[src/sv/jpw_pkg.sv]
// Package for the jitter point walker: payload and state types, register
// codes, controller/datapath command types and the saturation helper.
// No dependencies.
package jpw_pkg;

    // Default number of animated points
    localparam int unsigned NUM_POINTS_DEF = 64;

    // Field widths
    localparam int unsigned NODE_W    = 6;
    localparam int unsigned NODE_SPAN = 2 ** NODE_W;
    localparam int unsigned COORD_W   = 32;
    localparam int unsigned MUL_W     = 33;
    localparam int unsigned PROD_W    = 2 * MUL_W;
    localparam int unsigned SAT_IN_W  = 50;

    // APB register map
    localparam int unsigned ADDR_W    = 4;
    localparam int unsigned DATA_W    = 32;
    localparam int unsigned REG_IDX_W = 2;
    localparam logic [REG_IDX_W-1:0] REG_RADIUS   = 2'd0;
    localparam logic [REG_IDX_W-1:0] REG_FRICTION = 2'd1;
    localparam logic [REG_IDX_W-1:0] REG_STEP     = 2'd2;
    localparam logic [REG_IDX_W-1:0] REG_SPAN     = 2'd3;

    // Register reset values
    localparam logic [30:0] RADIUS_RST   = 31'd1310720;
    localparam logic [15:0] FRICTION_RST = 16'd62259;
    localparam logic [30:0] STEP_RST     = 31'd65536;
    localparam logic [4:0]  SPAN_RST     = 5'd8;

    // Kick direction codes
    localparam logic [1:0] DIR_POS_X = 2'd0;
    localparam logic [1:0] DIR_NEG_X = 2'd1;
    localparam logic [1:0] DIR_POS_Y = 2'd2;
    localparam logic [1:0] DIR_NEG_Y = 2'd3;

    // Q16.16 one
    localparam logic signed [MUL_W-1:0] Q_ONE = 33'sd65536;

    typedef struct packed {
        logic [NODE_W-1:0]         node;
        logic signed [COORD_W-1:0] base_x;
        logic signed [COORD_W-1:0] base_y;
        logic signed [COORD_W-1:0] mouse_x;
        logic signed [COORD_W-1:0] mouse_y;
        logic [1:0]                direction;
    } t_in_item;

    typedef struct packed {
        logic [NODE_W-1:0]         node_out;
        logic signed [COORD_W-1:0] out_x;
        logic signed [COORD_W-1:0] out_y;
        logic                      moved;
    } t_out_item;

    typedef struct packed {
        logic [30:0] select_radius;
        logic [15:0] friction;
        logic [30:0] step_size;
        logic [4:0]  span_shift;
    } t_cfg;

    // One point's stored state
    typedef struct packed {
        logic signed [COORD_W-1:0] off_x;
        logic signed [COORD_W-1:0] off_y;
        logic signed [COORD_W-1:0] spd_x;
        logic signed [COORD_W-1:0] spd_y;
    } t_point;

    typedef enum logic [3:0] {
        ST_CLEAR,
        ST_IDLE,
        ST_POS,
        ST_DIFF,
        ST_SQ_X,
        ST_SQ_Y,
        ST_SQ_R,
        ST_CMP,
        ST_DAMP_X,
        ST_VEL_X,
        ST_FIN_X,
        ST_DAMP_Y,
        ST_VEL_Y,
        ST_FIN_Y,
        ST_DONE
    } t_state;

    typedef enum logic [3:0] {
        DP_NOP,
        DP_CLEAR,
        DP_LOAD,
        DP_POS,
        DP_DIFF,
        DP_SQ_X,
        DP_SQ_Y,
        DP_SQ_R,
        DP_CMP,
        DP_DAMP_X,
        DP_VEL_X,
        DP_FIN_X,
        DP_DAMP_Y,
        DP_VEL_Y,
        DP_FIN_Y
    } t_dp_op;

    typedef struct packed {
        t_dp_op op;
        logic   mem_we;
        logic   out_load;
    } t_dp_cmd;

    typedef struct packed {
        logic moved;
        logic clr_last;
    } t_dp_status;

    // Clamp to the signed 32-bit range
    function automatic logic signed [COORD_W-1:0] sat32(input logic signed [SAT_IN_W-1:0] v);
        logic signed [SAT_IN_W-1:0] hi;
        logic signed [SAT_IN_W-1:0] lo;
        hi = SAT_IN_W'(33'sh0_7FFF_FFFF);
        lo = SAT_IN_W'(33'sh1_8000_0000);
        if (v > hi) begin
            sat32 = 32'sh7FFF_FFFF;
        end else if (v < lo) begin
            sat32 = 32'sh8000_0000;
        end else begin
            sat32 = v[COORD_W-1:0];
        end
    endfunction

endpackage

[src/sv/jpw_ctrl.sv]
// Controller of the jitter point walker: sequences the datapath through the
// clear pass, position, distance test and walk step; owns both handshakes.
// Depends on jpw_pkg.
module jpw_ctrl (
    input  logic                  i_clk,
    input  logic                  i_rst_n,
    input  logic                  i_in_valid,
    output logic                  o_in_ready,
    output logic                  o_out_valid,
    input  logic                  i_out_ready,
    output jpw_pkg::t_dp_cmd      o_cmd,
    input  jpw_pkg::t_dp_status   i_status
);

    jpw_pkg::t_state r_state, n_state;
    logic            r_out_valid, n_out_valid;

    assign o_in_ready  = (r_state == jpw_pkg::ST_IDLE);
    assign o_out_valid = r_out_valid;

    // State and output-valid registers
    always_ff @(posedge i_clk) begin
        if (!i_rst_n) begin
            r_state     <= jpw_pkg::ST_CLEAR;
            r_out_valid <= 1'b0;
        end else begin
            r_state     <= n_state;
            r_out_valid <= n_out_valid;
        end
    end

    // Next state and datapath commands
    always_comb begin
        n_state        = r_state;
        o_cmd.op       = jpw_pkg::DP_NOP;
        o_cmd.mem_we   = 1'b0;
        o_cmd.out_load = 1'b0;
        n_out_valid    = r_out_valid & ~i_out_ready;
        case (r_state)
            jpw_pkg::ST_CLEAR: begin
                o_cmd.op     = jpw_pkg::DP_CLEAR;
                o_cmd.mem_we = 1'b1;
                if (i_status.clr_last) begin
                    n_state = jpw_pkg::ST_IDLE;
                end
            end
            jpw_pkg::ST_IDLE: begin
                if (i_in_valid) begin
                    o_cmd.op = jpw_pkg::DP_LOAD;
                    n_state  = jpw_pkg::ST_POS;
                end
            end
            jpw_pkg::ST_POS: begin
                o_cmd.op = jpw_pkg::DP_POS;
                n_state  = jpw_pkg::ST_DIFF;
            end
            jpw_pkg::ST_DIFF: begin
                o_cmd.op = jpw_pkg::DP_DIFF;
                n_state  = jpw_pkg::ST_SQ_X;
            end
            jpw_pkg::ST_SQ_X: begin
                o_cmd.op = jpw_pkg::DP_SQ_X;
                n_state  = jpw_pkg::ST_SQ_Y;
            end
            jpw_pkg::ST_SQ_Y: begin
                o_cmd.op = jpw_pkg::DP_SQ_Y;
                n_state  = jpw_pkg::ST_SQ_R;
            end
            jpw_pkg::ST_SQ_R: begin
                o_cmd.op = jpw_pkg::DP_SQ_R;
                n_state  = jpw_pkg::ST_CMP;
            end
            jpw_pkg::ST_CMP: begin
                o_cmd.op = jpw_pkg::DP_CMP;
                n_state  = i_status.moved ? jpw_pkg::ST_DAMP_X : jpw_pkg::ST_DONE;
            end
            jpw_pkg::ST_DAMP_X: begin
                o_cmd.op = jpw_pkg::DP_DAMP_X;
                n_state  = jpw_pkg::ST_VEL_X;
            end
            jpw_pkg::ST_VEL_X: begin
                o_cmd.op = jpw_pkg::DP_VEL_X;
                n_state  = jpw_pkg::ST_FIN_X;
            end
            jpw_pkg::ST_FIN_X: begin
                o_cmd.op = jpw_pkg::DP_FIN_X;
                n_state  = jpw_pkg::ST_DAMP_Y;
            end
            jpw_pkg::ST_DAMP_Y: begin
                o_cmd.op = jpw_pkg::DP_DAMP_Y;
                n_state  = jpw_pkg::ST_VEL_Y;
            end
            jpw_pkg::ST_VEL_Y: begin
                o_cmd.op = jpw_pkg::DP_VEL_Y;
                n_state  = jpw_pkg::ST_FIN_Y;
            end
            jpw_pkg::ST_FIN_Y: begin
                o_cmd.op = jpw_pkg::DP_FIN_Y;
                n_state  = jpw_pkg::ST_DONE;
            end
            jpw_pkg::ST_DONE: begin
                // Write back and hand over once the output register is free
                if (!r_out_valid || i_out_ready) begin
                    o_cmd.mem_we   = 1'b1;
                    o_cmd.out_load = 1'b1;
                    n_out_valid    = 1'b1;
                    n_state        = jpw_pkg::ST_IDLE;
                end
            end
            default: begin
                n_state = jpw_pkg::ST_IDLE;
            end
        endcase
    end

endmodule

[config.mk]
export PLATFORM = sky130hd
export DESIGN_NAME = jpw_ctrl
export DESIGN_NICKNAME = d
export VERILOG_FILES = /design/src/sv/jpw_pkg.sv /design/src/sv/jpw_ctrl.sv
export SDC_FILE = /design/constraint.sdc
export NUM_CORES = 1
export LEC_CHECK = 0
export BUFFER_PORTS_ARGS = -buffer_cell sky130_fd_sc_hd__buf_2
export CORE_AREA = 2 2 39 41
export DETAILED_ROUTE_END_ITERATION = 12
export DIE_AREA = 0 0 41 43
export PLACE_DENSITY = 0.64
export SYNTH_ARGS = -nofsm -noshare
export SYNTH_HDL_FRONTEND = slang
export SYNTH_SLANG_ARGS = --single-unit
[constraint.sdc]
create_clock -name i_clk -period 1.2 [get_ports i_clk]
set_input_delay 0.06 -clock i_clk [delete_from_list [all_inputs] [get_ports i_clk]]
set_output_delay 0.06 -clock i_clk [all_outputs]
set_load 0.05 [all_outputs]
* Yosys cells after proc, flatten, opt, wreduce, memory -nomap -nowiden
Cells that the tools add are included.
** Word-level totals
- Register bits :: 5
- Latch bits :: 0
- RAM bits :: 0
- Bits in read-only memories :: 0
- Input bits :: 6
- Output and inout port bits :: 8
- Word-level logic and storage cells :: 37
- Memories kept :: 0
** Operators by class
- Add/subtract/negate cells :: 0
- Multiply operators :: 0
- Div/mod/pow operators :: 0
- Order comparisons :: 0
- Equality and inequality tests :: 17
- Shift operators :: 0
- Multiplexer cells :: 12
- Bitwise logic cells :: 2
- Reductions and logical operators :: 4
** Operator list (count)
- case mux 4 bit (15 select lines) :: 1
- case mux 4 bit (14 select lines) :: 1
- == test 4 bit (second input constant) :: 7
- == test 4 x 3 -> 1 bit (second input constant) :: 4
- 2-to-1 mux 4 bit :: 3
- == test 4 x 2 -> 1 bit (second input constant) :: 2
- inequality test 2 bit (second input constant) :: 3
- == test 4 x 1 -> 1 bit (second input constant) :: 1
- logical NOT 4 bit :: 1
- 2-to-1 mux 2 bit :: 2
- 2-to-1 mux 1 bit :: 3
- 2-to-1 mux 3 bit :: 1
- AND reduction 3 bit :: 1
- case mux 1 bit (2 select lines) :: 1
- bitwise AND 1 bit :: 1
- logical NOT 1 bit :: 1
- logical OR 1 bit :: 1
- inverter 1 bit :: 1

* Logic depth before layout (Yosys ltp)
- Word-level depth :: 4
- Mapped depth :: 4
- Gate-level depth less buffers :: 3

* Worst setup path after synthesis
No wires, ideal clock.
- Kind :: reg2out
- Start :: register r_state[0]
- End :: output port o_cmd[4] in the netlist's numbering
- Data arrival time :: 1.688 ns
- Data required time :: 1.140 ns
- Slack :: -0.548 ns
- Stages on the path, launching flop included :: 4
- Path buffers :: 1
- Cell sequence :: dfxtp_1 buf_6 nand2_1 o21ai_0
** RTL lines
- start, declared :: RTL line jpw_ctrl.sv:15 : jpw_pkg::t_state r_state, n_state;
- start signal, assigned :: RTL line jpw_ctrl.sv:24 : r_state <= jpw_pkg::ST_CLEAR;
- start signal, assigned :: RTL line jpw_ctrl.sv:27 : r_state <= n_state;
- end, declared :: RTL line jpw_ctrl.sv:11 : output jpw_pkg::t_dp_cmd o_cmd,

==> results.cfg <==
[sta]
max-slew-margin-rel_pct = 83.5
fin_setup_tns_ns = -0.167
unrepaired_setup_endpoints_after_global_routing = yes
fin_worst_hold_slack_ns = 0.0872
skew_ns = 0.00732
hold_viol_final = 0
maximum_clock_frequency_mhz = 801
slew_viol_final = 0
final-setup-viol-count = 5
tightest_slew_ns = 0.249
finalCritPeriodShare_pct = 104
timing.final.crit_period_ns = 1.25
post-route-worst-setup-slack_ns = -0.0484

[floorplanning]
pin_count = 14
fp.coreArea_mm2 = 0.00138
initial_core_util_pct = 28.9
die_y_um = 43
num_rows = 14
fp.dieArea_mm2 = 0.00176
die-width_um = 41

[detailed_routing]
wirelength_um = 1150
drt_iter0_markers = 8
detailroute.via_count = 469
detailedRoute.firstPassIterationCount = 4
detail_route.vias_per_cell = 5.10
final_antenna_net_count = 0
detail_route.drc_violations = 0
wire_per_inst_um = 12.5

[synthesis]
netlist.area_leader.share_pct = 25.0
dominantRegCellSynth = sky130_fd_sc_hd__dfxtp_1
post_synth_num_cell_types = 25
synth.yosys.seq_area_share_pct = 25.0
syn-cell-area_um2 = 400
synth.area.top_cells = sky130_fd_sc_hd__dfxtp_1 (25%), sky130_fd_sc_hd__buf_6 (11%), sky130_fd_sc_hd__nand2_1 (6.6%)
syn_inst = 50
synthTopCellsByCount = sky130_fd_sc_hd__nand2_1 (7), sky130_fd_sc_hd__a21oi_1 (5), sky130_fd_sc_hd__dfxtp_1 (5)
synth.ff_latch_count = 5
post-synth-top-area-cell = sky130_fd_sc_hd__dfxtp_1
mappedNetlistNets = 56
synth_async_sr_flop_share_pct = 0
synth-edff-count = 0
count_leader_synth = sky130_fd_sc_hd__nand2_1
synth.yosys.warnings = 0
syn_area_per_cell_um2 = 8.01

[placed_design]
place.detailed.hpwl_um = 787
port-buffer-count = 13
placed_cells_incl_taps = 84
gp_weighted_congestion = 0.832
placed_cell_area_um2 = 526

[grt]
maximum_number_of_pins_on_one_net_before_global_route_repair = 14
grt_remaining_overflow = 0
antenna_violations_before_repair = 0
first_global_vias = 414
groute.usage.overall_pct = 14.5
grt_pass1_wl_um = 1730

[critical_path]
cp_top_family = flip-flops
critical_path_required_ns = 1.14
critical_path_capture_point_type = output pin
critical_path_buf_inv_count = 2
critPathLaunchType = register
critical_path_arrival_ns = 1.19
worst_path_maximum_fanout = 6
crit_path_max_incr_delay_ns = 0.38
critical_path.cell_chain = buf_4 -> nor2_1 -> a22o_2 -> buf_8
critical-path-slowest-cell = sky130_fd_sc_hd__dfxtp_4
criticalPathCategory = register to output pin

[clock_tree]
h-tree-depth = 1
cts_made_buffers = 3
clock-sinks = 5
cts.clk_slew.worst_paths_ns = 0.05
clock_latency_late_sink_ns = 0.24
count_of_hold_fix_buffers_inserted_at_cts = 0
cts_tree = built
longest_clk_path_bufs = 2
clk_root_buffer_cell = sky130_fd_sc_hd__clkbuf_4

[outcome]
outcome = finished with violations
failed_checks = negative setup slack

[power]
vdd.ir_drop.worst_uv = 332
power.static_leakage_nw = 0.329
power.density_mw_per_mm2 = 1020

[hold_path]
hold_path_class = primary input to register

[cells_and_area]
final-instance-count-excl-fill = 92
area_delta_synth_final_pct = 73.4
stdcell_area_um2 = 694
diodes = 0
finalCoreUtilization_pct = 50.2
fraction_of_layout_instances_using_a_drive_strength_above_1_pct = 61.8
num-nets-final = 83
fillerInstances = 130

[flow_run]
max_cap_viol_count = 0
[registers in the layout, indices dropped and copies added (netlist names)]
register and flops:
r_state 4, o_out_valid 1
[kinds of logic (layout without fill, tap and decap cells)]
family,Yosys count,in the layout,synth area share [%]
AOI/OAI and AO/OA,17,17,27.2
DFF,5,5,25.0
and+or+nand+nor,23,23,35.6
buffers and inverters,5,31,12.2
[metrics by stage]
step	power, mW	setup WS [ns]
after global routing	0.757	-0.117
after global placement	0.433	0.0145
after detailed placement	0.438	-0.00858
after floorplan	0.390	0.0437
final	0.711	-0.0484
after CTS	0.693	-0.0589
[routing by layer]
| metal | share of wire [%] | global-route usage (%) | routed length [µm] | vias to the layer above |
|---|---|---|---|---|
| met2 | 52 | 24.4 | 596 | 12 |
| met4 | 1.6 | 8.00 | 18 | 0 |
| li1 | - | - | - | 232 |
| met5 | 0 | 0 | 0 | - |
| met1 | 43 | 15.4 | 488 | 223 |
| met3 | 3.8 | 3.66 | 44 | 2 |
[worst reg2reg max path, stage by stage, from the launching register on]
cell and delay, ns:
sky130_fd_sc_hd__dfxtp_4 0.38, sky130_fd_sc_hd__nor2b_4 0.18, sky130_fd_sc_hd__buf_4 0.14, sky130_fd_sc_hd__nand4_4 0.12, sky130_fd_sc_hd__a41o_1 0.24
[final timing paths]
path / from / end / slack, ns / cells after the start
max: r_state[1]$_SDFFE_PN0P_ / o_cmd[3] / -0.05 / 4
min: i_rst_n / r_state[0]$_SDFFE_PN0P_ / 0.09 / 2
max reg2reg: r_state[1]$_SDFFE_PN0P_ / r_state[0]$_SDFFE_PN0P_ / 0.02 / 4
min reg2reg: o_out_valid$_SDFF_PN0_ / o_out_valid$_SDFF_PN0_ / 0.53 / 2
[area by class of cell]
cell class              count  area [µm²]  area share [%]
multi-input cells          40         303            43.6
flip-flops and latches      5         116            16.8
repair buffers             26         225            32.4
clock buffers               4        26.3            3.78
inverters                   1        3.75           0.541
well taps                  16        20.0            2.88
[what timing repair did]
action | 4_1_cts | 5_1_grt
setup buffers | 4 | 0
resized for setup | 25 | 9
pin swaps | 4 | 3
setup endpoints to repair | 7 | 9
[layout by cell type (no fill, tap or decap), types with 2 or more instances in the layout]
master	instances
sky130_fd_sc_hd__buf_4	11
sky130_fd_sc_hd__nand2_1	7
sky130_fd_sc_hd__buf_2	6
sky130_fd_sc_hd__buf_6	6
sky130_fd_sc_hd__a21oi_1	4
sky130_fd_sc_hd__dfxtp_4	4
sky130_fd_sc_hd__o21ai_0	3
sky130_fd_sc_hd__clkbuf_4	3
sky130_fd_sc_hd__buf_8	3
sky130_fd_sc_hd__nor2_4	2
[report_power, final]
group / leakage, nW / switching, mW / internal (mW)
clock network: 0.0150 / 0.0749 / 0.126
registers: 0.0441 / 0.0280 / 0.175
logic: 0.270 / 0.167 / 0.141
No activity file was read; power rests on OpenSTA's default activity.
