$ cat src/sv/jpw_pkg.sv
// Package for the jitter point walker: payload and state types, register
// codes, controller/datapath command types and the saturation helper.
// No dependencies.
package jpw_pkg;

    // Default number of animated points
    localparam int unsigned NUM_POINTS_DEF = 64;

    // Field widths
    localparam int unsigned NODE_W    = 6;
    localparam int unsigned NODE_SPAN = 2 ** NODE_W;
    localparam int unsigned COORD_W   = 32;
    localparam int unsigned MUL_W     = 33;
    localparam int unsigned PROD_W    = 2 * MUL_W;
    localparam int unsigned SAT_IN_W  = 50;

    // APB register map
    localparam int unsigned ADDR_W    = 4;
    localparam int unsigned DATA_W    = 32;
    localparam int unsigned REG_IDX_W = 2;
    localparam logic [REG_IDX_W-1:0] REG_RADIUS   = 2'd0;
    localparam logic [REG_IDX_W-1:0] REG_FRICTION = 2'd1;
    localparam logic [REG_IDX_W-1:0] REG_STEP     = 2'd2;
    localparam logic [REG_IDX_W-1:0] REG_SPAN     = 2'd3;

    // Register reset values
    localparam logic [30:0] RADIUS_RST   = 31'd1310720;
    localparam logic [15:0] FRICTION_RST = 16'd62259;
    localparam logic [30:0] STEP_RST     = 31'd65536;
    localparam logic [4:0]  SPAN_RST     = 5'd8;

    // Kick direction codes
    localparam logic [1:0] DIR_POS_X = 2'd0;
    localparam logic [1:0] DIR_NEG_X = 2'd1;
    localparam logic [1:0] DIR_POS_Y = 2'd2;
    localparam logic [1:0] DIR_NEG_Y = 2'd3;

    // Q16.16 one
    localparam logic signed [MUL_W-1:0] Q_ONE = 33'sd65536;

    typedef struct packed {
        logic [NODE_W-1:0]         node;
        logic signed [COORD_W-1:0] base_x;
        logic signed [COORD_W-1:0] base_y;
        logic signed [COORD_W-1:0] mouse_x;
        logic signed [COORD_W-1:0] mouse_y;
        logic [1:0]                direction;
    } t_in_item;

    typedef struct packed {
        logic [NODE_W-1:0]         node_out;
        logic signed [COORD_W-1:0] out_x;
        logic signed [COORD_W-1:0] out_y;
        logic                      moved;
    } t_out_item;

    typedef struct packed {
        logic [30:0] select_radius;
        logic [15:0] friction;
        logic [30:0] step_size;
        logic [4:0]  span_shift;
    } t_cfg;

    // One point's stored state
    typedef struct packed {
        logic signed [COORD_W-1:0] off_x;
        logic signed [COORD_W-1:0] off_y;
        logic signed [COORD_W-1:0] spd_x;
        logic signed [COORD_W-1:0] spd_y;
    } t_point;

    typedef enum logic [3:0] {
        ST_CLEAR,
        ST_IDLE,
        ST_POS,
        ST_DIFF,
        ST_SQ_X,
        ST_SQ_Y,
        ST_SQ_R,
        ST_CMP,
        ST_DAMP_X,
        ST_VEL_X,
        ST_FIN_X,
        ST_DAMP_Y,
        ST_VEL_Y,
        ST_FIN_Y,
        ST_DONE
    } t_state;

    typedef enum logic [3:0] {
        DP_NOP,
        DP_CLEAR,
        DP_LOAD,
        DP_POS,
        DP_DIFF,
        DP_SQ_X,
        DP_SQ_Y,
        DP_SQ_R,
        DP_CMP,
        DP_DAMP_X,
        DP_VEL_X,
        DP_FIN_X,
        DP_DAMP_Y,
        DP_VEL_Y,
        DP_FIN_Y
    } t_dp_op;

    typedef struct packed {
        t_dp_op op;
        logic   mem_we;
        logic   out_load;
    } t_dp_cmd;

    typedef struct packed {
        logic moved;
        logic clr_last;
    } t_dp_status;

    // Clamp to the signed 32-bit range
    function automatic logic signed [COORD_W-1:0] sat32(input logic signed [SAT_IN_W-1:0] v);
        logic signed [SAT_IN_W-1:0] hi;
        logic signed [SAT_IN_W-1:0] lo;
        hi = SAT_IN_W'(33'sh0_7FFF_FFFF);
        lo = SAT_IN_W'(33'sh1_8000_0000);
        if (v > hi) begin
            sat32 = 32'sh7FFF_FFFF;
        end else if (v < lo) begin
            sat32 = 32'sh8000_0000;
        end else begin
            sat32 = v[COORD_W-1:0];
        end
    endfunction

endpackage

$ cat src/sv/jpw_regs.sv
// Configuration register file of the jitter point walker, APB-style port.
// Depends on jpw_pkg.
module jpw_regs (
    input  logic                         i_clk,
    input  logic                         i_rst_n,
    input  logic                         psel,
    input  logic                         penable,
    input  logic                         pwrite,
    input  logic [jpw_pkg::ADDR_W-1:0]   paddr,
    input  logic [jpw_pkg::DATA_W-1:0]   pwdata,
    output logic [jpw_pkg::DATA_W-1:0]   prdata,
    output logic                         pready,
    output jpw_pkg::t_cfg                o_cfg
);

    jpw_pkg::t_cfg                     r_cfg;
    logic [jpw_pkg::REG_IDX_W-1:0]     w_idx;
    logic                              w_wr;

    assign pready = 1'b1;
    assign w_idx  = paddr[jpw_pkg::ADDR_W-1:2];
    assign w_wr   = psel & penable & pwrite;
    assign o_cfg  = r_cfg;

    // Register writes
    always_ff @(posedge i_clk) begin
        if (!i_rst_n) begin
            r_cfg.select_radius <= jpw_pkg::RADIUS_RST;
            r_cfg.friction      <= jpw_pkg::FRICTION_RST;
            r_cfg.step_size     <= jpw_pkg::STEP_RST;
            r_cfg.span_shift    <= jpw_pkg::SPAN_RST;
        end else if (w_wr) begin
            case (w_idx)
                jpw_pkg::REG_RADIUS:   r_cfg.select_radius <= pwdata[30:0];
                jpw_pkg::REG_FRICTION: r_cfg.friction      <= pwdata[15:0];
                jpw_pkg::REG_STEP:     r_cfg.step_size     <= pwdata[30:0];
                jpw_pkg::REG_SPAN:     r_cfg.span_shift    <= pwdata[4:0];
                default: ;
            endcase
        end
    end

    // Read mux
    always_comb begin
        case (w_idx)
            jpw_pkg::REG_RADIUS:   prdata = jpw_pkg::DATA_W'(r_cfg.select_radius);
            jpw_pkg::REG_FRICTION: prdata = jpw_pkg::DATA_W'(r_cfg.friction);
            jpw_pkg::REG_STEP:     prdata = jpw_pkg::DATA_W'(r_cfg.step_size);
            jpw_pkg::REG_SPAN:     prdata = jpw_pkg::DATA_W'(r_cfg.span_shift);
            default:               prdata = '0;
        endcase
    end

endmodule

$ cat config.mk
export PLATFORM = sky130hd
export DESIGN_NAME = jpw_regs
export DESIGN_NICKNAME = d
export VERILOG_FILES = /design/src/sv/jpw_pkg.sv /design/src/sv/jpw_regs.sv
export SDC_FILE = /design/constraint.sdc
export NUM_CORES = 1
export LEC_CHECK = 0
export BUFFER_PORTS_ARGS = -buffer_cell sky130_fd_sc_hd__clkbuf_2
export CAP_MARGIN = 30
export CORE_UTILIZATION = 44
export CTS_BUF_LIST = sky130_fd_sc_hd__clkbuf_8 sky130_fd_sc_hd__clkbuf_16
export CTS_CLUSTER_SIZE = 8
export DETAILED_ROUTE_END_ITERATION = 12
export MAX_ROUTING_LAYER = met4
export PLACE_DENSITY = 0.81
export SETUP_SLACK_MARGIN = 0.02
export SYNTH_ARGS = -nofsm -noshare
export SYNTH_HDL_FRONTEND = slang
export SYNTH_SLANG_ARGS = --single-unit
$ cat constraint.sdc
create_clock -name i_clk -period 0.95 [get_ports i_clk]
set_input_delay 0.095 -clock i_clk [delete_from_list [all_inputs] [get_ports i_clk]]
set_output_delay 0.095 -clock i_clk [all_outputs]
set_load 0.005 [all_outputs]
* Word level (Yosys, flattened, before mapping)
Cells that the tools add are included.
Storage, ports and cells: RAM bits 0, memories 0, bits in registers 83, ROM bits 0, bits in latches 0, output and inout bits 116
Operators by class: bitwise operators 2, shift operators 0, $lt $le $gt $ge 0, reductions and logical operators 5, equality and inequality tests 3, multiplexer cells 1, $add $sub $neg 0, divide/modulo/power cells 0, multiply operators 0
Operator list (count):
- 32-bit one-hot mux with 4 select lines | 1
- 2-bit AND reduction | 4
- 2-bit == test, second input constant | 2
- 1-bit bitwise AND | 2
- 2-bit by 1-bit == test with 1-bit output, second input constant | 1
- 2-bit zero test | 1

* Depth between registers and ports, before layout
Gate-level depths: netlist of run 1.
word-level depth 3, gate-level depth with buffers 6

* Least setup slack after synthesis of run 1
Ideal clock, no wire load.
kind in2out, start point input paddr[2] (netlist name), end point output prdata[4] (netlist name), cell stages on the path 3, arrival time 0.928 ns, setup slack -0.073 ns, cells stage by stage buf_4 buf_6 mux4_2
On the way: cells in the longest elaborated chain, start to end 2
Ends and longest elaborated chain:
- from (decl) | line jpw_regs.sv:9 | input logic [jpw_pkg::ADDR_W-1:0] paddr,
- 2-bit == test, or another cell as far along | line jpw_regs.sv:45 | case (w_idx)
- 32-bit one-hot mux with 4 select lines (*) | line jpw_regs.sv:45
- to (decl) | line jpw_regs.sv:11 | output logic [jpw_pkg::DATA_W-1:0] prdata,
Mark *: on every way between the ends. The rest lies on a longest branch, timed or not. The select of a mux whose other input is x is not followed.

* Final worst setup path of run 1
start point register r_cfg (netlist bit o_cfg[3]), end point output prdata[3] (netlist name)
On the way: cells in the longest elaborated chain, start to end 1
Ends and longest elaborated chain:
- from (decl) | line jpw_regs.sv:16 | jpw_pkg::t_cfg r_cfg;
- 32-bit one-hot mux with 4 select lines | line jpw_regs.sv:45
Every way passes these cells. The select of a mux whose other input is x is not followed.

==> results.toml, run 1 <==
[layout]
final_util_pct = 77.1
seq_area_sq_mm = 0.00177
n_fill_cell = 507
multi_input_area_sq_mm = 0.00200
layoutNonFillerInstCount = 771
drive_above_1_share_pct = 56.9
syn2layout_area_growth_pct = 66.6
largest_reg_flops = 83
fin_nets = 702
diodes = 0

[job]
drv_cap = 0

[outcome]
outcome = "complete, but fails checks"
violations = "setup timing"

[critical_path]
cp_slowest_stage_delay_ps = 470
worstPathArrival_ps = 1270
path_cells = "mux4_2, clkbuf_2"
critPathCaptureType = "output pin"
cp_max_fo = 2
criticalPathCategory = "flip-flop to output pin"
start_kind = "flip-flop"
required_ps = 850
cp_slowest_cell = "mux4_2"

[route]
wl_per_cell_microns = 16.6
ant_nets = 0
drt_iter0_markers = 165
via_per_inst = 5.12
vias = 3948
drt-total-wl_mm = 12.8
first_pass_iters = 4
drc_errors = 0

[power]
vdd_drop_max_mv = 0.680
cellLeakagePower_nw = 2.89
p_per_area_mw_per_mm2 = 1080

[clock_tree]
root_buffer = "clkbuf_8"
cts_tree = "yes"
htree_levels = 3
path_clk_slew_ps = 80
clockBufferDepth = 2
cts.sinks = 83
numCtsBuffers = 9
insertion_delay_ps = 330

[global_route]
grt_start_max_net_pins = 51
antenna_found_initial = 0
grt_pass1_wl_mm = 18.2
grt_overflow = 0
track_usage_pct = 27.0
grt_pass1_vias = 3785

[logic_synthesis]
synth_top_area_cell = "dfxtp_1"
ys_ff_latch = 83
seq_area_frac_synth_pct = 43.1
synth.top_cell.area_share_pct = 43.1
synth_warnings = 0
syn_area_per_cell_sq_um = 9.50
syn-num-nets = 447
syn_area_sq_mm = 0.00386
synth_area_leaders = "dfxtp_1 (43%), mux2i_1 (28%), nand2_1 (11%)"
yosysUniqueCellTypes = 24
synthCells = 406

[die]
placementRows = 33
start_util_pct = 46.3
die_height_microns = 95.6
ios = 157
die_area_sq_mm = 0.00915
die_x_microns = 95.6
core_area_sq_mm = 0.00834

[place]
dp_cells = 679
gp_congestion = 0.831
place_hpwl_mm = 7.57
portBuffers = 151

[sta]
fin_ws_ps = -411
final.setup_skew_ps = 0
hold_viol_final = 0
layout_min_cycle_time_ps = 1360
slew_viol_final = 0
setup_viol = 94
min_period_over_period_pct = 143
max_clock_freq_mhz = 735
rsz0062_at_grt = "yes"

[min_path]
hp-class = "primary input to flip-flop"
-- layout by cell type, fill, tap and decap left out, types with 12 or more instances in the layout --
cell	netlist	final
clkbuf_2	0	97
nor2b_1	24	24
nand2_1	112	110
mux2i_1	107	106
buf_4	8	44
nor2_1	15	15
dfxtp_2	0	83
o21ai_1	0	12
buf_6	6	107
-- critical path: cells and delay by family (launching register included) --
family	cells	cell delay (ps)
buffers and inverters	1	130
muxes	1	470
DFF	1	330
-- power breakdown --
group	total (mW)	switching (mW)	leakage [nW]	internal, mW
sequential	3.57	0.0377	0.699	3.53
clock	2.47	1.20	0.103	1.26
combinational	0.916	0.437	2.08	0.480
total	6.95	1.68	2.89	5.27
-- path summary, 6_finish.rpt --
kind / slack [ps] / start / cells past startpoint / to
setup reg to reg: 40 / o_cfg[63] / 5 / o_cfg[63]
hold / removal: 10 / pwdata[26] / 3 / o_cfg[78]
setup / recovery: -410 / o_cfg[3] / 2 / prdata[3]
hold reg to reg: 470 / o_cfg[73] / 2 / o_cfg[73]
-- cells in the mapped netlist --
library cell  number
buf_2              7
buf_4              8
and2_4             1
dfxtp_1           83
buf_8              1
conb_1             2
nor2b_4            1
nand3_2            1
nor2_2             1
buf_6              6
inv_1              2
o21ai_0           12
nor3_2             1
and3_1             1
nor3b_2            1
nor2_1            15
clkbuf_1          12
nand3_1            1
nor2b_1           24
o211ai_1           1
mux2i_1          107
o311ai_0           1
nand2_1          112
mux4_2             5
-- layout make-up --
cell class / instances / area share (%)
clock inverter: 6 / 0.876
timing repair buffer: 278 / 36.3
multi-input combinational: 287 / 31.0
clock buffer: 10 / 2.14
tap: 105 / 2.04
sequential: 83 / 27.5
inverter: 2 / 0.117
-- per-stage QoR --
step	setup WS, ps	hold WS, ps	total power, mW	setup TNS, ps	area [sq um]
after global placement	-168	344	4.35	-13880	5020
final	-411	12.3	6.95	-7280	6430
after global routing	-448	6.13	7.25	-12010	6430
after floorplan	-13.3	237	4.05	-638	3900
after detailed placement	-294	353	4.37	-19900	5020
after CTS	-413	1.60	6.92	-8000	5980
-- routing by layer --
layer	routed length (microns)	vias up	part of all wire [%]	track usage, %
li1	-	1851	-	-
met1	5030	1919	39	28.6
met2	6970	162	54	49.4
met3	583	16	4.6	5.02
met4	213	0	1.7	10.4
met5	0	-	0	-
-- cells by family after synthesis --
family,share of synthesized area [%]
AOI/OAI and AO/OA,1.98
buffers and inverters,5.97
DFF,43.1
muxes,30.7
other,0.195
and+or+nand+nor,18.1
-- timing repair --
item	4_1_cts	5_1_grt
endpoints found under the setup margin	100	112
gates resized for setup	143	95
hold buffers	11	0
setup buffers	49	34
pin swaps	1	5
endpoints found under the hold margin	16	0
(Power assumes the default switching activity.)
==> run 2: changes to the inputs <==
Settings changed: SKIP_LAST_GASP set to 1.
==> run 2 against run 1 <==
The run still ends with setup timing left. Combinational power grew 0.4%. Critical path depth did not move. Largest cell class unchanged. Via count about the same. Global-route usage decreased by 0.28 points. Sequential share of layout area is 0.075 points lower. Clock skew unchanged. Non-clock buffer count is 1 higher. Sequential power hardly changed.
==> results.toml, run 2 (synthesized netlist as in run 1, its figures left out) <==
[place]
place_ws_ps = -294
portBuffers = 151
place_hpwl_mm = 7.57
gp_congestion = 0.831
postPlaceCellArea_sq_mm = 0.00502

[layout]
drive_above_1_share_pct = 56.7
final_util_pct = 77.3
multi_input_area_sq_mm = 0.00199
syn2layout_area_growth_pct = 67.0
largest_reg_flops = 83
seq_area_sq_mm = 0.00177
final_common_cell = "nand2_1"
stdcell_area_sq_mm = 0.00644
mostFrequentLayoutCells = "nand2_1 (112), buf_6 (109), mux2i_1 (106)"
n_fill_cell = 512
diodes = 0
fin_nets = 703

[critical_path]
r2r_cells = 5
required_ps = 850
r2r_setup_slack_ps = 40
r2r_start = "o_cfg[63]"
cp_slowest_stage_delay_ps = 470
cp_max_fo = 2
cp_slowest_cell = "mux4_2"
start_kind = "flip-flop"
worstPathArrival_ps = 1270
critPathCaptureType = "output pin"
r2r-end = "o_cfg[63]"
path_cells = "mux4_2, clkbuf_2"
criticalPathCategory = "flip-flop to output pin"

[min_path]
hold_end = "o_cfg[78]"
holdPathStages = 3
min-delay-start = "pwdata[26]"
hp-class = "primary input to flip-flop"

[die]
start_util_pct = 46.3
die_height_microns = 95.6
placementRows = 33
die_x_microns = 95.6
core_area_sq_mm = 0.00834
ios = 157
die_area_sq_mm = 0.00915

[sta]
holdWs_ps = 12.6
rsz0062_at_grt = "yes"
final.setup_skew_ps = 0
slew_viol_final = 0
min_period_over_period_pct = 143
max_clock_freq_mhz = 735
tns_ps = -7980
hold_viol_final = 0
setup_viol = 94
layout_min_cycle_time_ps = 1360
fin_ws_ps = -411

[route]
via_per_inst = 5.11
drc_errors = 0
wl_per_cell_microns = 16.7
drt_iter0_markers = 159
ant_nets = 0
drt-total-wl_mm = 12.9
vias = 3946
first_pass_iters = 4

[global_route]
grt_pass1_vias = 3755
track_usage_pct = 26.7
met2_usage_pct = 48.8
grt.busiest_layer = "met2"
grt_start_max_net_pins = 51
antenna_found_initial = 0
grt_overflow = 0
grt_use_met1_pct = 28.7
grt_pass1_wl_mm = 18.0
gr-usage-met3_pct = 4.78

[clock_tree]
root_buffer = "clkbuf_8"
insertion_delay_ps = 340
cts.sinks = 83
htree_levels = 3
numCtsBuffers = 9
cts_tree = "yes"
clockBufferDepth = 2
path_clk_slew_ps = 80

[outcome]
violations = "setup timing"
outcome = "complete, but fails checks"

[power]
cellLeakagePower_nw = 2.89
vdd_drop_max_mv = 0.687
p_per_area_mw_per_mm2 = 1080

[job]
drv_cap = 0
## run 2: changes by cell type in the layout (fill, tap and decap cells not counted)
cell	delta
buf_2	-1
buf_4	+2
buf_6	+2
clkbuf_2	-2
nand2_1	+2
nand2_2	-2
## run 2: worst max-delay path, delay by kind of cell (launching register included)
kind	cells	cell delay (ps)
muxes	1	470
DFF	1	330
buffers and inverters	1	130
## run 2: area by class of cell
class | count | area share [%]
Clock inverter | 6 | 0.874
Inverter | 2 | 0.116
Multi-Input combinational cell | 287 | 30.9
Clock buffer | 10 | 2.14
Tap cell | 105 | 2.04
Timing Repair Buffer | 279 | 36.6
Sequential cell | 83 | 27.4
## run 2: worst max-delay path by stage
| stage | start | endpoint | slack [ps] | cells past startpoint |
|---|---|---|---|---|
| after CTS | o_cfg[3] | prdata[3] | -410 | 2 |
| after global routing | o_cfg[2] | prdata[2] | -450 | 2 |
| after global placement | paddr[3] | o_cfg[15] | -170 | 5 |
| final | o_cfg[3] | prdata[3] | -410 | 2 |
| after floorplan | paddr[3] | o_cfg[7] | -10 | 6 |
| after detailed placement | paddr[3] | o_cfg[30] | -290 | 5 |
## run 2: per-stage QoR
step,cells,total power [mW]
finish,772,6.97
global route,772,7.27
CTS,753,6.92
detailed placement,679,4.37
global placement,679,4.35
floorplan,406,4.05
## run 2: per-layer routing
metal,vias up,routed length [microns]
li1,1854,-
met5,-,0
met2,143,7040
met4,0,252
met1,1926,5030
met3,23,573
## run 2: repair_timing
action	CTS	global route
pin swaps	1	6
endpoints found under the hold margin	16	0
setup endpoints to repair	100	112
resized for setup	135	101
buffers inserted	49	35
hold buffers	11	0
## run 2: power by group
group | internal (mW) | total (mW) | switching, mW
clock | 1.26 | 2.48 | 1.22
combinational | 0.482 | 0.920 | 0.439
sequential | 3.53 | 3.57 | 0.0375
total | 5.27 | 6.97 | 1.69
